**src/lvl_pkg.sv**
```systemverilog
// ----------------------------------------------------------------------------
// lvl_pkg
// Shared widths, register map, reset values and pipeline control type for
// the vertex lighting block.
// ----------------------------------------------------------------------------
package lvl_pkg;

    // field and intermediate widths
    localparam int IN_W   = 16;
    localparam int DIFF_W = 17;
    localparam int NN_W   = 32;
    localparam int DD_W   = 34;
    localparam int DOT_W  = 33;
    localparam int SUM_W  = 35;
    localparam int WIDE_W = 66;
    localparam int QUO_W  = 31;
    localparam int ROOT_W = 16;
    localparam int SQ_W   = 33;

    // register map
    localparam logic REG_AMBIENT = 1'b0;
    localparam logic REG_DIFFUSE = 1'b1;

    localparam logic [15:0] AMBIENT_RESET = 16'd9830;
    localparam logic [15:0] DIFFUSE_RESET = 16'd22938;

    localparam logic [15:0] INTENSITY_ONE = 16'd32768;

    // control that travels with each item
    typedef struct packed {
        logic valid;
        logic zero;
    } pipe_ctl_t;

endpackage

```
**src/lvl_isqrt.sv**
```systemverilog
// ----------------------------------------------------------------------------
// lvl_isqrt
// Pipelined integer square root, one root bit per stage, tracking the
// square of the partial root so no multiplier is needed.
// ----------------------------------------------------------------------------
module lvl_isqrt
    import lvl_pkg::*;
(
    input  logic              clk,
    input  logic              rst_n,
    input  logic              en,
    input  pipe_ctl_t         ctl_in,
    input  logic [QUO_W-1:0]  rad_in,
    output pipe_ctl_t         ctl_out,
    output logic [ROOT_W-1:0] root
);

    pipe_ctl_t         ctl_reg  [ROOT_W];
    logic [QUO_W-1:0]  rad_reg  [ROOT_W];
    logic [ROOT_W-1:0] root_reg [ROOT_W];
    logic [SQ_W-1:0]   sq_reg   [ROOT_W];

    logic [ROOT_W-1:0] root_next [ROOT_W];
    logic [SQ_W-1:0]   sq_next   [ROOT_W];

    // try setting one root bit per stage, msb first
    always_comb
    begin
        logic [QUO_W-1:0]  rad_src;
        logic [ROOT_W-1:0] root_src;
        logic [SQ_W-1:0]   sq_src;
        logic [SQ_W-1:0]   cand;
        int                k;
        for (int i = 0; i < ROOT_W; i++)
        begin
            k = ROOT_W - 1 - i;
            if (i == 0)
            begin
                rad_src  = rad_in;
                root_src = '0;
                sq_src   = '0;
            end
            else
            begin
                rad_src  = rad_reg[i-1];
                root_src = root_reg[i-1];
                sq_src   = sq_reg[i-1];
            end
            cand = sq_src + (SQ_W'(root_src) << (k + 1)) + (SQ_W'(1) << (2 * k));
            if (cand <= SQ_W'(rad_src))
            begin
                root_next[i] = root_src | (ROOT_W'(1) << k);
                sq_next[i]   = cand;
            end
            else
            begin
                root_next[i] = root_src;
                sq_next[i]   = sq_src;
            end
        end
    end

    // stage payload
    always_ff @(posedge clk)
    begin
        if (en)
        begin
            for (int i = 0; i < ROOT_W; i++)
            begin
                root_reg[i] <= root_next[i];
                sq_reg[i]   <= sq_next[i];
                rad_reg[i]  <= (i == 0) ? rad_in : rad_reg[(i == 0) ? 0 : i-1];
            end
        end
    end

    // stage control
    always_ff @(posedge clk or negedge rst_n)
    begin
        if (!rst_n)
        begin
            for (int i = 0; i < ROOT_W; i++)
            begin
                ctl_reg[i] <= '0;
            end
        end
        else if (en)
        begin
            for (int i = 0; i < ROOT_W; i++)
            begin
                ctl_reg[i] <= (i == 0) ? ctl_in : ctl_reg[(i == 0) ? 0 : i-1];
            end
        end
    end

    assign ctl_out = ctl_reg[ROOT_W-1];
    assign root    = root_reg[ROOT_W-1];

endmodule

```
**config.mk**
```make
export PLATFORM = sky130hd
export DESIGN_NAME = lvl_isqrt
export DESIGN_NICKNAME = d
export VERILOG_FILES = /design/src/lvl_pkg.sv /design/src/lvl_isqrt.sv
export SDC_FILE = /design/constraint.sdc
export NUM_CORES = 1
export LEC_CHECK = 0
export BUFFER_PORTS_ARGS = -buffer_cell sky130_fd_sc_hd__buf_2
export CAP_MARGIN = 25
export CORE_UTILIZATION = 68
export DETAILED_ROUTE_END_ITERATION = 16
export GPL_TIMING_DRIVEN = 0
export PLACE_DENSITY = 0.85
export SLEW_MARGIN = 20
export SYNTH_ARGS = -nofsm -noshare
export SYNTH_HDL_FRONTEND = slang
export SYNTH_SLANG_ARGS = --single-unit
```
**constraint.sdc**
```tcl
create_clock -name clk -period 8.26 [get_ports clk]
set_input_delay 2.478 -clock clk [delete_from_list [all_inputs] [get_ports clk]]
set_output_delay 2.478 -clock clk [all_outputs]
set_load 0.1 [all_outputs]
```
==> Word-level counts from Yosys, hierarchy flattened <==
Memories as Yosys holds them, arrays and structs flattened.
Index checks and enable logic that the tools add are counted.
{ "totals": {"reg_bits": 32, "latch_bits": 0, "ramBits": 1280, "rom_bits": 0, "input_bits": 36, "output_inout_bits": 18, "wordCells": 115, "n_memories": 3} }
{ "memory_table": {"columns": ["name", "words", "word_bits", "rd", "rd_ports_with_merged_regs", "write_ports", "line", "source"], "rows": [
  ["sq_reg", 16, 33, 15, 0, 16, "lvl_isqrt.sv:21", "logic [SQ_W-1:0] sq_reg [ROOT_W];"],
  ["rad_reg", 16, 31, 15, 0, 16, "lvl_isqrt.sv:19", "logic [QUO_W-1:0] rad_reg [ROOT_W];"],
  ["root_reg", 16, 16, 16, 0, 16, "lvl_isqrt.sv:20", "logic [ROOT_W-1:0] root_reg [ROOT_W];"]
]} }
{ "op_classes": {"addsub": 30, "multipliers": 0, "div_mod_pow": 0, "order_cmp": 16, "eq_ne": 0, "shift": 0, "muxes": 34, "bitwise": 0, "n_reduce_logical": 0} }
{ "op_table": {"columns": ["op", "count"], "rows": [
  ["$le 33x31->1", 15],
  ["$mux 33", 15],
  ["$add 33x1->33 const B", 1],
  ["$add 33x11->33 const B", 1],
  ["$add 33x13->33 const B", 1],
  ["$add 33x15->33 const B", 1],
  ["$add 33x17->33", 1],
  ["$add 33x17->33 const B", 1],
  ["$add 33x18->33", 1],
  ["$add 33x19->33", 1],
  ["$add 33x19->33 const B", 1],
  ["$add 33x20->33", 1],
  ["$add 33x21->33", 1],
  ["$add 33x21->33 const B", 1],
  ["$add 33x22->33", 1],
  ["$add 33x23->33", 1],
  ["$add 33x23->33 const B", 1],
  ["$add 33x24->33", 1],
  ["$add 33x25->33", 1],
  ["$add 33x25->33 const B", 1],
  ["$add 33x26->33", 1],
  ["$add 33x27->33", 1],
  ["$add 33x27->33 const B", 1],
  ["$add 33x28->33", 1],
  ["other kinds (26)", 28]
]} }

==> Logic depth before layout (Yosys ltp) <==
Gate-level depths: netlist of run 1.
An unclocked memory read counts as a cell.
{ "depth": {"depth_word": 5, "depth_mapped": 19} }

==> Worst setup path after synthesis of run 1 <==
No wires, ideal clock.
{ "synth_path": {"path_type": "reg2reg", "from": "mem root_reg[12][5] (netlist: root_reg[1][69])", "to": "mem sq_reg[13][28] (netlist: sq_reg[1][193]) (data pin)", "arrival_time_ns": 4.224, "setup_slack_ns": 3.765, "path_stages_with_launch": 19, "path_buffers": 1, "synth_period_minus_slack_ns": 4.495, "cell_sequence": "edfxtp_1 ha_1 a211oi_1 o21ai_0 a31oi_1 a211oi_1 o21a_1 o21ai_1 nor2_1 xor2_1 ha_1 and4_1 nand3_1 nor4_1 o21ai_0 a31oi_1 clkbuf_1 nor4_1 xor2_1"} }
{ "synth_rtl": {"columns": ["item", "line"], "rows": [
  ["start, declared", "lvl_isqrt.sv:20"],
  ["end, declared", "lvl_isqrt.sv:21"]
]} }

==> impl_metrics.json, run 1 <==
{
  "crit_path_cell_trace": "ha_1, a211oi_1, o21ai_0, a31oi_1, a211oi_1, o21a_1, o21ai_1, nor2_1, xor2_1, ha_1, and4_1, nand3_1, nor4_1, o21ai_0, a31oi_1, clkbuf_1, nor4_1, xor2_1",
  "synthArstFlopShare_pct": 3.73,
  "rows": 90,
  "synthAdderAreaFrac_pct": 9.57,
  "crit_required_ns": 8.63,
  "synth_edf_count": 825,
  "die-area_sq_um": 62000,
  "gp_congestion": 0.960,
  "rr_endpoint": "sq_reg[1][193]",
  "crit_path_end_kind": "flip-flop",
  "area_growth_pct": 10.4,
  "min_to": "rad_reg[0][37]",
  "synth_ff_type": "edfxtp_1",
  "regToRegStartpoint": "root_reg[1][69]",
  "hp-start": "rad_reg[0][6]",
  "fin_nets": 3560,
  "die_y_um": 249,
  "synth-simple-area-share_pct": 9.11,
  "drt_iter0_markers": 1479,
  "cts_resized": 0,
  "rrSetupSlack_ns": 1.91,
  "clock_latency_ns": 0.68,
  "synth_compound_area_share_pct": 7.53,
  "grt_usage_pct": 28.6,
  "grt_pass1_vias": 25900,
  "cp_top_family": "compound AO/OA/AOI/OAI gates",
  "rsz0062_at_grt": "false",
  "largest_reg_flops": 465,
  "r2r_cells": 18,
  "fin_skew_ns": 0.0598,
  "maxCapViolations": 0,
  "start_util_pct": 68.8,
  "worst_setup_path_start_kind": "flip-flop",
  "fin_crit_ns": 6.35,
  "cp_slowest_cell": "nor4_1",
  "fillers": 3442,
  "finalCritPeriodShare_pct": 76.9,
  "dr_total_vias": 24600,
  "cts_sinks": 857,
  "slowest_delay_ns": 0.67,
  "worst-path-buf-inv": 1,
  "max-vdd-ir-drop_v": 0.000233,
  "synth_area_leaders": "edfxtp_1, ha_1, xnor2_1, mux2_2, xor2_1",
  "syn_inst": 3057,
  "synth_seq_cells": 857,
  "min_path_cells": 0,
  "multi_input_area_sq_um": 14600,
  "drv_slew": 0,
  "clkTransAtPathRegs_ns": 0.06,
  "arrival_ns": 6.71,
  "pre_cts_slack_ns": 1.86,
  "design.core.area_sq_um": 60200,
  "post_cts_buffers": 0,
  "slew_headroom_pct": 28.3,
  "synthMuxAreaShare_pct": 3.11,
  "synth_warnings": 0,
  "wire_per_inst_um": 21.6,
  "total_leakage_power_nw": 18.2,
  "drive_gt1_share_pct": 10.8,
  "cp_max_fo": 10,
  "route.detailed.drc": 0,
  "grt_overflow": 0,
  "die_x_um": 249,
  "fin_tns_setup_ns": 0,
  "tightest_slew_ns": 1.07,
  "ant_nets": 0,
  "cts.path.max_buffers": 3,
  "syn_area_sq_um": 41500,
  "cts_root_buf": "clkbuf_16",
  "finalWorstSetupSlack_ns": 1.91,
  "setup_viol": 0,
  "finalHoldViolations": 0,
  "vias_per_cell": 6.07,
  "cts_buffers": 86,
  "tritoncts": "yes",
  "synth.avg_cell_area_sq_um": 13.6,
  "portBuffers": 53,
  "yosysSeqAreaShare_pct": 61.7,
  "top_level_ports": 54,
  "hold_buffers": 0,
  "fmax_mhz": 158,
  "grt_pass1_wl_mm": 136,
  "antenna_found_initial": 1,
  "wirelength_mm": 87.8,
  "worstSetupPathType": "reg -> reg",
  "synth_top_family_by_area": "adder cells",
  "synth_largest_area_cell": "edfxtp_1",
  "final_core_util_pct": 76.0,
  "hold_class": "reg -> reg",
  "ff_latch_area_sq_um": 25600,
  "powerDensity_nw_per_um2": 251,
  "synth-xor-area-share_pct": 5.98,
  "yosysTopAreaCellShare_pct": 59.7,
  "yosysUniqueCellTypes": 90,
  "grt_max_degree": 114,
  "h-tree-depth": 3,
  "dp_hpwl_mm": 61.8,
  "status": "complete, no violations",
  "first_pass_iters": 5
}
[where the power goes]
| part | internal [W] | switching (W) |
|---|---|---|
| Combinational | 0.000872 | 0.00123 |
| Sequential | 0.00523 | 0.000259 |
| Clock | 0.00219 | 0.00169 |
[placed cells by master, fill, tap and decap left out, types with 23 or more instances in the layout]
| master | count |
|---|---|
| nor3_1 | 52 |
| edfxtp_1 | 825 |
| nor2b_1 | 26 |
| o21ai_0 | 66 |
| clkbuf_16 | 86 |
| nor2_1 | 148 |
| and3_1 | 29 |
| dfrtp_1 | 32 |
| a21o_1 | 81 |
| xnor2_1 | 152 |
| clkbuf_1 | 27 |
| nand4_1 | 64 |
| ha_1 | 317 |
| and2_1 | 50 |
| nand2_1 | 131 |
| mux2_2 | 103 |
| nand3_1 | 67 |
| buf_2 | 57 |
| a31oi_1 | 23 |
| inv_1 | 276 |
| a21oi_1 | 136 |
| nor4_1 | 44 |
| xor2_1 | 131 |
[per-stage QoR]
step	std cells	area [sq um]	total power, W	hold WS [ns]
2_1_floorplan	3058	41500	0.00695	0.400
3_3_place_gp	3893	42700	0.00756	0.400
3_5_place_dp	3901	42900	0.00760	0.405
4_1_cts	4056	45800	0.0115	0.421
5_1_grt	4056	45800	0.0119	0.423
6_report	4057	45800	0.0115	0.421
[kinds of logic after synthesis]
kind of cell | count (synthesis)
AND/OR/NAND/NOR | 710
buffers and inverters | 311
adder cells (fa/ha/maj) | 317
other | 1
XOR/XNOR | 283
AO/OA/AOI/OAI | 465
flip-flops | 857
multiplexers | 113
[layout make-up]
type                            instances  share of cell area [%]
Inverter                              278                    2.28
Buffer                                 33                   0.457
Tap cell                              782                    2.14
Multi-Input combinational cell       1890                    32.0
Antenna cell                            1                 0.00547
Clock buffer                          102                    4.83
Timing Repair Buffer                   61                    1.08
Clock inverter                         53                    1.33
Sequential cell                       857                    55.9
[synthesized netlist by cell type, types with 6 or more instances]
library cell and number:
a211oi_1 11, a21o_1 81, a21oi_1 136, a221oi_1 8, a31oi_1 23, and2_1 50
and3_1 29, and4_1 17, buf_6 7, clkbuf_1 11, dfrtp_1 32, edfxtp_1 825
ha_1 317, inv_1 276, mux2_2 103, nand2_1 131, nand2b_1 18, nand3_1 67
nand4_1 64, nor2_1 148, nor2b_1 26, nor3_1 52, nor3_2 9, nor3b_1 6
nor4_1 45, nor4b_1 7, o211ai_1 12, o21a_1 17, o21ai_0 66, o21ai_1 9
o21bai_1 20, o31a_1 6, or2_2 10, or3_1 9, xnor2_1 152, xor2_1 131
[worst max-delay path by stage]
| stage | from | to | slack [ns] | depth (start not counted) |
|---|---|---|---|---|
| floorplan | root_reg[1][69] | sq_reg[1][193] | 3.76 | 18 |
| global placement | en | ctl_reg[3] | -7.25 | 4 |
| detailed placement | root_reg[1][69] | sq_reg[1][193] | 1.86 | 18 |
| CTS | root_reg[1][69] | sq_reg[1][193] | 1.81 | 18 |
| global route | root_reg[1][69] | sq_reg[1][193] | 1.52 | 18 |
| finish | root_reg[1][69] | sq_reg[1][193] | 1.91 | 18 |
[routing by layer]
layer	GRT usage, %	share of wire (%)	vias up	routed length [um]
met3	4.02	3.7	316	3240
li1	-	-	11700	-
met5	0	0.015	-	13
met2	57.0	56	732	49400
met4	21.6	7.6	2	6700
met1	25.4	32	11900	28500
Note: power is estimated with default switching activity, not from simulation.
==> run 2, diff against run 1 <==
--- a/config.mk
+++ b/config.mk
@@ -7,10 +7,10 @@
 export LEC_CHECK = 0
 export BUFFER_PORTS_ARGS = -buffer_cell sky130_fd_sc_hd__buf_2
 export CAP_MARGIN = 25
-export CORE_UTILIZATION = 68
+export CORE_UTILIZATION = 57
 export DETAILED_ROUTE_END_ITERATION = 16
 export GPL_TIMING_DRIVEN = 0
-export PLACE_DENSITY = 0.85
+export PLACE_DENSITY = 0.76
 export SLEW_MARGIN = 20
 export SYNTH_ARGS = -nofsm -noshare
 export SYNTH_HDL_FRONTEND = slang
==> constraint.sdc (replaced) <==
create_clock -name clk -period 5.2 [get_ports clk]
set_input_delay 1.56 -clock clk [delete_from_list [all_inputs] [get_ports clk]]
set_output_delay 1.56 -clock clk [all_outputs]
set_load 0.1 [all_outputs]
==> run 2 against run 1 <==
  * Global-route usage fell by 7.0 points
  * Clock power increased by 59%
  * Combinational power grew 59%
  * Design area up 1.5%
==> impl_metrics.json, run 2 (same netlist as run 1, synthesis figures left out) <==
{
  "cts_sinks": 857,
  "diodes": 0,
  "clkTransAtPathRegs_ns": 0.06,
  "worstSetupPathType": "reg -> reg",
  "finalCritPeriodShare_pct": 97.5,
  "final_common_cell": "edfxtp_1",
  "crit_required_ns": 5.57,
  "antenna_found_initial": 0,
  "fmax_mhz": 197,
  "fin_skew_ns": 0.0514,
  "h-tree-depth": 3,
  "clock_latency_ns": 0.67,
  "cp_max_fo": 10,
  "drive_gt1_share_pct": 12.5,
  "rows": 98,
  "first_pass_iters": 5,
  "tritoncts": "yes",
  "wirelength_mm": 79.2,
  "ant_nets": 0,
  "largest_reg_flops": 465,
  "drt_iter0_markers": 1044,
  "grt_max_degree": 120,
  "regToRegStartpoint": "sq_reg[1][79]",
  "top_level_ports": 54,
  "finalHoldViolations": 0,
  "dr_total_vias": 23900,
  "route.detailed.drc": 0,
  "powerDensity_nw_per_um2": 391,
  "portBuffers": 53,
  "dp_hpwl_mm": 59.8,
  "wire_per_inst_um": 18.7,
  "fin_crit_ns": 5.07,
  "die_y_um": 272,
  "crit_path_cell_trace": "ha_1, nand4_1, a21o_1, a21oi_1, o311a_1, nand3_1, xnor2_1, ha_1, nand4_1, or4_4, o31a_1, a2111o_1, o31a_1, buf_2, nand2b_1, xnor2_1",
  "drv_slew": 0,
  "cp_top_family": "compound AO/OA/AOI/OAI gates",
  "hold_class": "reg -> reg",
  "rsz0062_at_grt": "false",
  "grt_pass1_wl_mm": 125,
  "fin_nets": 3578,
  "fin_area_sq_um": 46500,
  "slew_headroom_pct": 33.2,
  "final_cell_mix": "edfxtp_1, ha_1, inv_1, xnor2_1, nor2_1",
  "status": "complete, no violations",
  "maxCapViolations": 0,
  "worst_setup_path_start_kind": "flip-flop",
  "start_util_pct": 57.8,
  "gp_congestion": 1.00,
  "place_area_sq_um": 43200,
  "die_x_um": 272,
  "worstSetupStartpoint": "sq_reg[1][79]",
  "arrival_ns": 5.44,
  "cp_slowest_cell": "or4_4",
  "grt_usage_pct": 21.6,
  "hold_ws_ns": 0.416,
  "cts_root_buf": "clkbuf_16",
  "vias_per_cell": 5.63,
  "hold_buffers": 0,
  "grt_pass1_vias": 25200,
  "slowest_delay_ns": 0.50,
  "max-vdd-ir-drop_v": 0.000411,
  "tightest_slew_ns": 0.993,
  "total_leakage_power_nw": 18.4,
  "area_growth_pct": 12.1,
  "grt_overflow": 0,
  "crit_path_end_kind": "flip-flop",
  "worst-path-buf-inv": 1,
  "die-area_sq_um": 73800,
  "cts_buffers": 87,
  "cts.path.max_buffers": 3,
  "hp-start": "rad_reg[0][22]",
  "setup_viol": 0,
  "design.core.area_sq_um": 71700
}
## run 2: layer usage
layer  global-route usage [%]  share of wire, %
met5                        0                 0
met4                     13.4               6.2
met3                     2.95               2.8
met2                     43.4                56
met1                     20.0                35
## run 2: path summary, 6_finish.rpt
check                      depth (start not counted)  slack (ns)              to
setup / recovery                                  16        0.13  sq_reg[1][124]
hold / removal                                     0        0.42  rad_reg[0][53]
setup reg to reg                                  16        0.13  sq_reg[1][124]
hold reg to reg                                    0        0.42  rad_reg[0][53]
max in group asynchronous                          1        3.80     ctl_reg[27]
min in group asynchronous                          1        0.97     ctl_reg[14]
## run 2: final cells by class
| cell class | count | area [sq um] |
|---|---|---|
| inverter | 278 | 1050 |
| buffer | 32 | 206 |
| fill | 5105 | 25300 |
| clock buffer | 105 | 2280 |
| timing repair buffer | 79 | 631 |
| multi-input combinational | 1890 | 14900 |
| sequential | 857 | 25600 |
| tap | 950 | 1190 |
| clock inverter | 51 | 607 |
## run 2: repair_timing
action,4_1_cts,5_1_grt
pin swaps,8,12
endpoints found under the hold margin,0,0
resized for setup,41,23
buffers inserted,9,9
endpoints found under the setup margin,126,89
## run 2: report_power, final
group / internal, W / switching (W)
registers: 0.00830 / 0.000382
logic: 0.00141 / 0.00192
clock network: 0.00356 / 0.00260
total: 0.0133 / 0.00491
## run 2: through the flow
stage / TNS, ns / util, % / cells / power, W / setup slack (ns)
finish: 0 / 64.8 / 4242 / 0.0182 / 0.128
floorplan: 0 / - / 3058 / 0.0110 / 0.705
CTS: -0.0107 / 64.5 / 4233 / 0.0183 / -0.0107
detailed placement: -80.13 / 60.2 / 4069 / 0.0121 / -1.15
global placement: -7858.81 / 59.8 / 4061 / 0.0120 / -9.48
global route: 0 / 64.8 / 4242 / 0.0190 / 0.000925
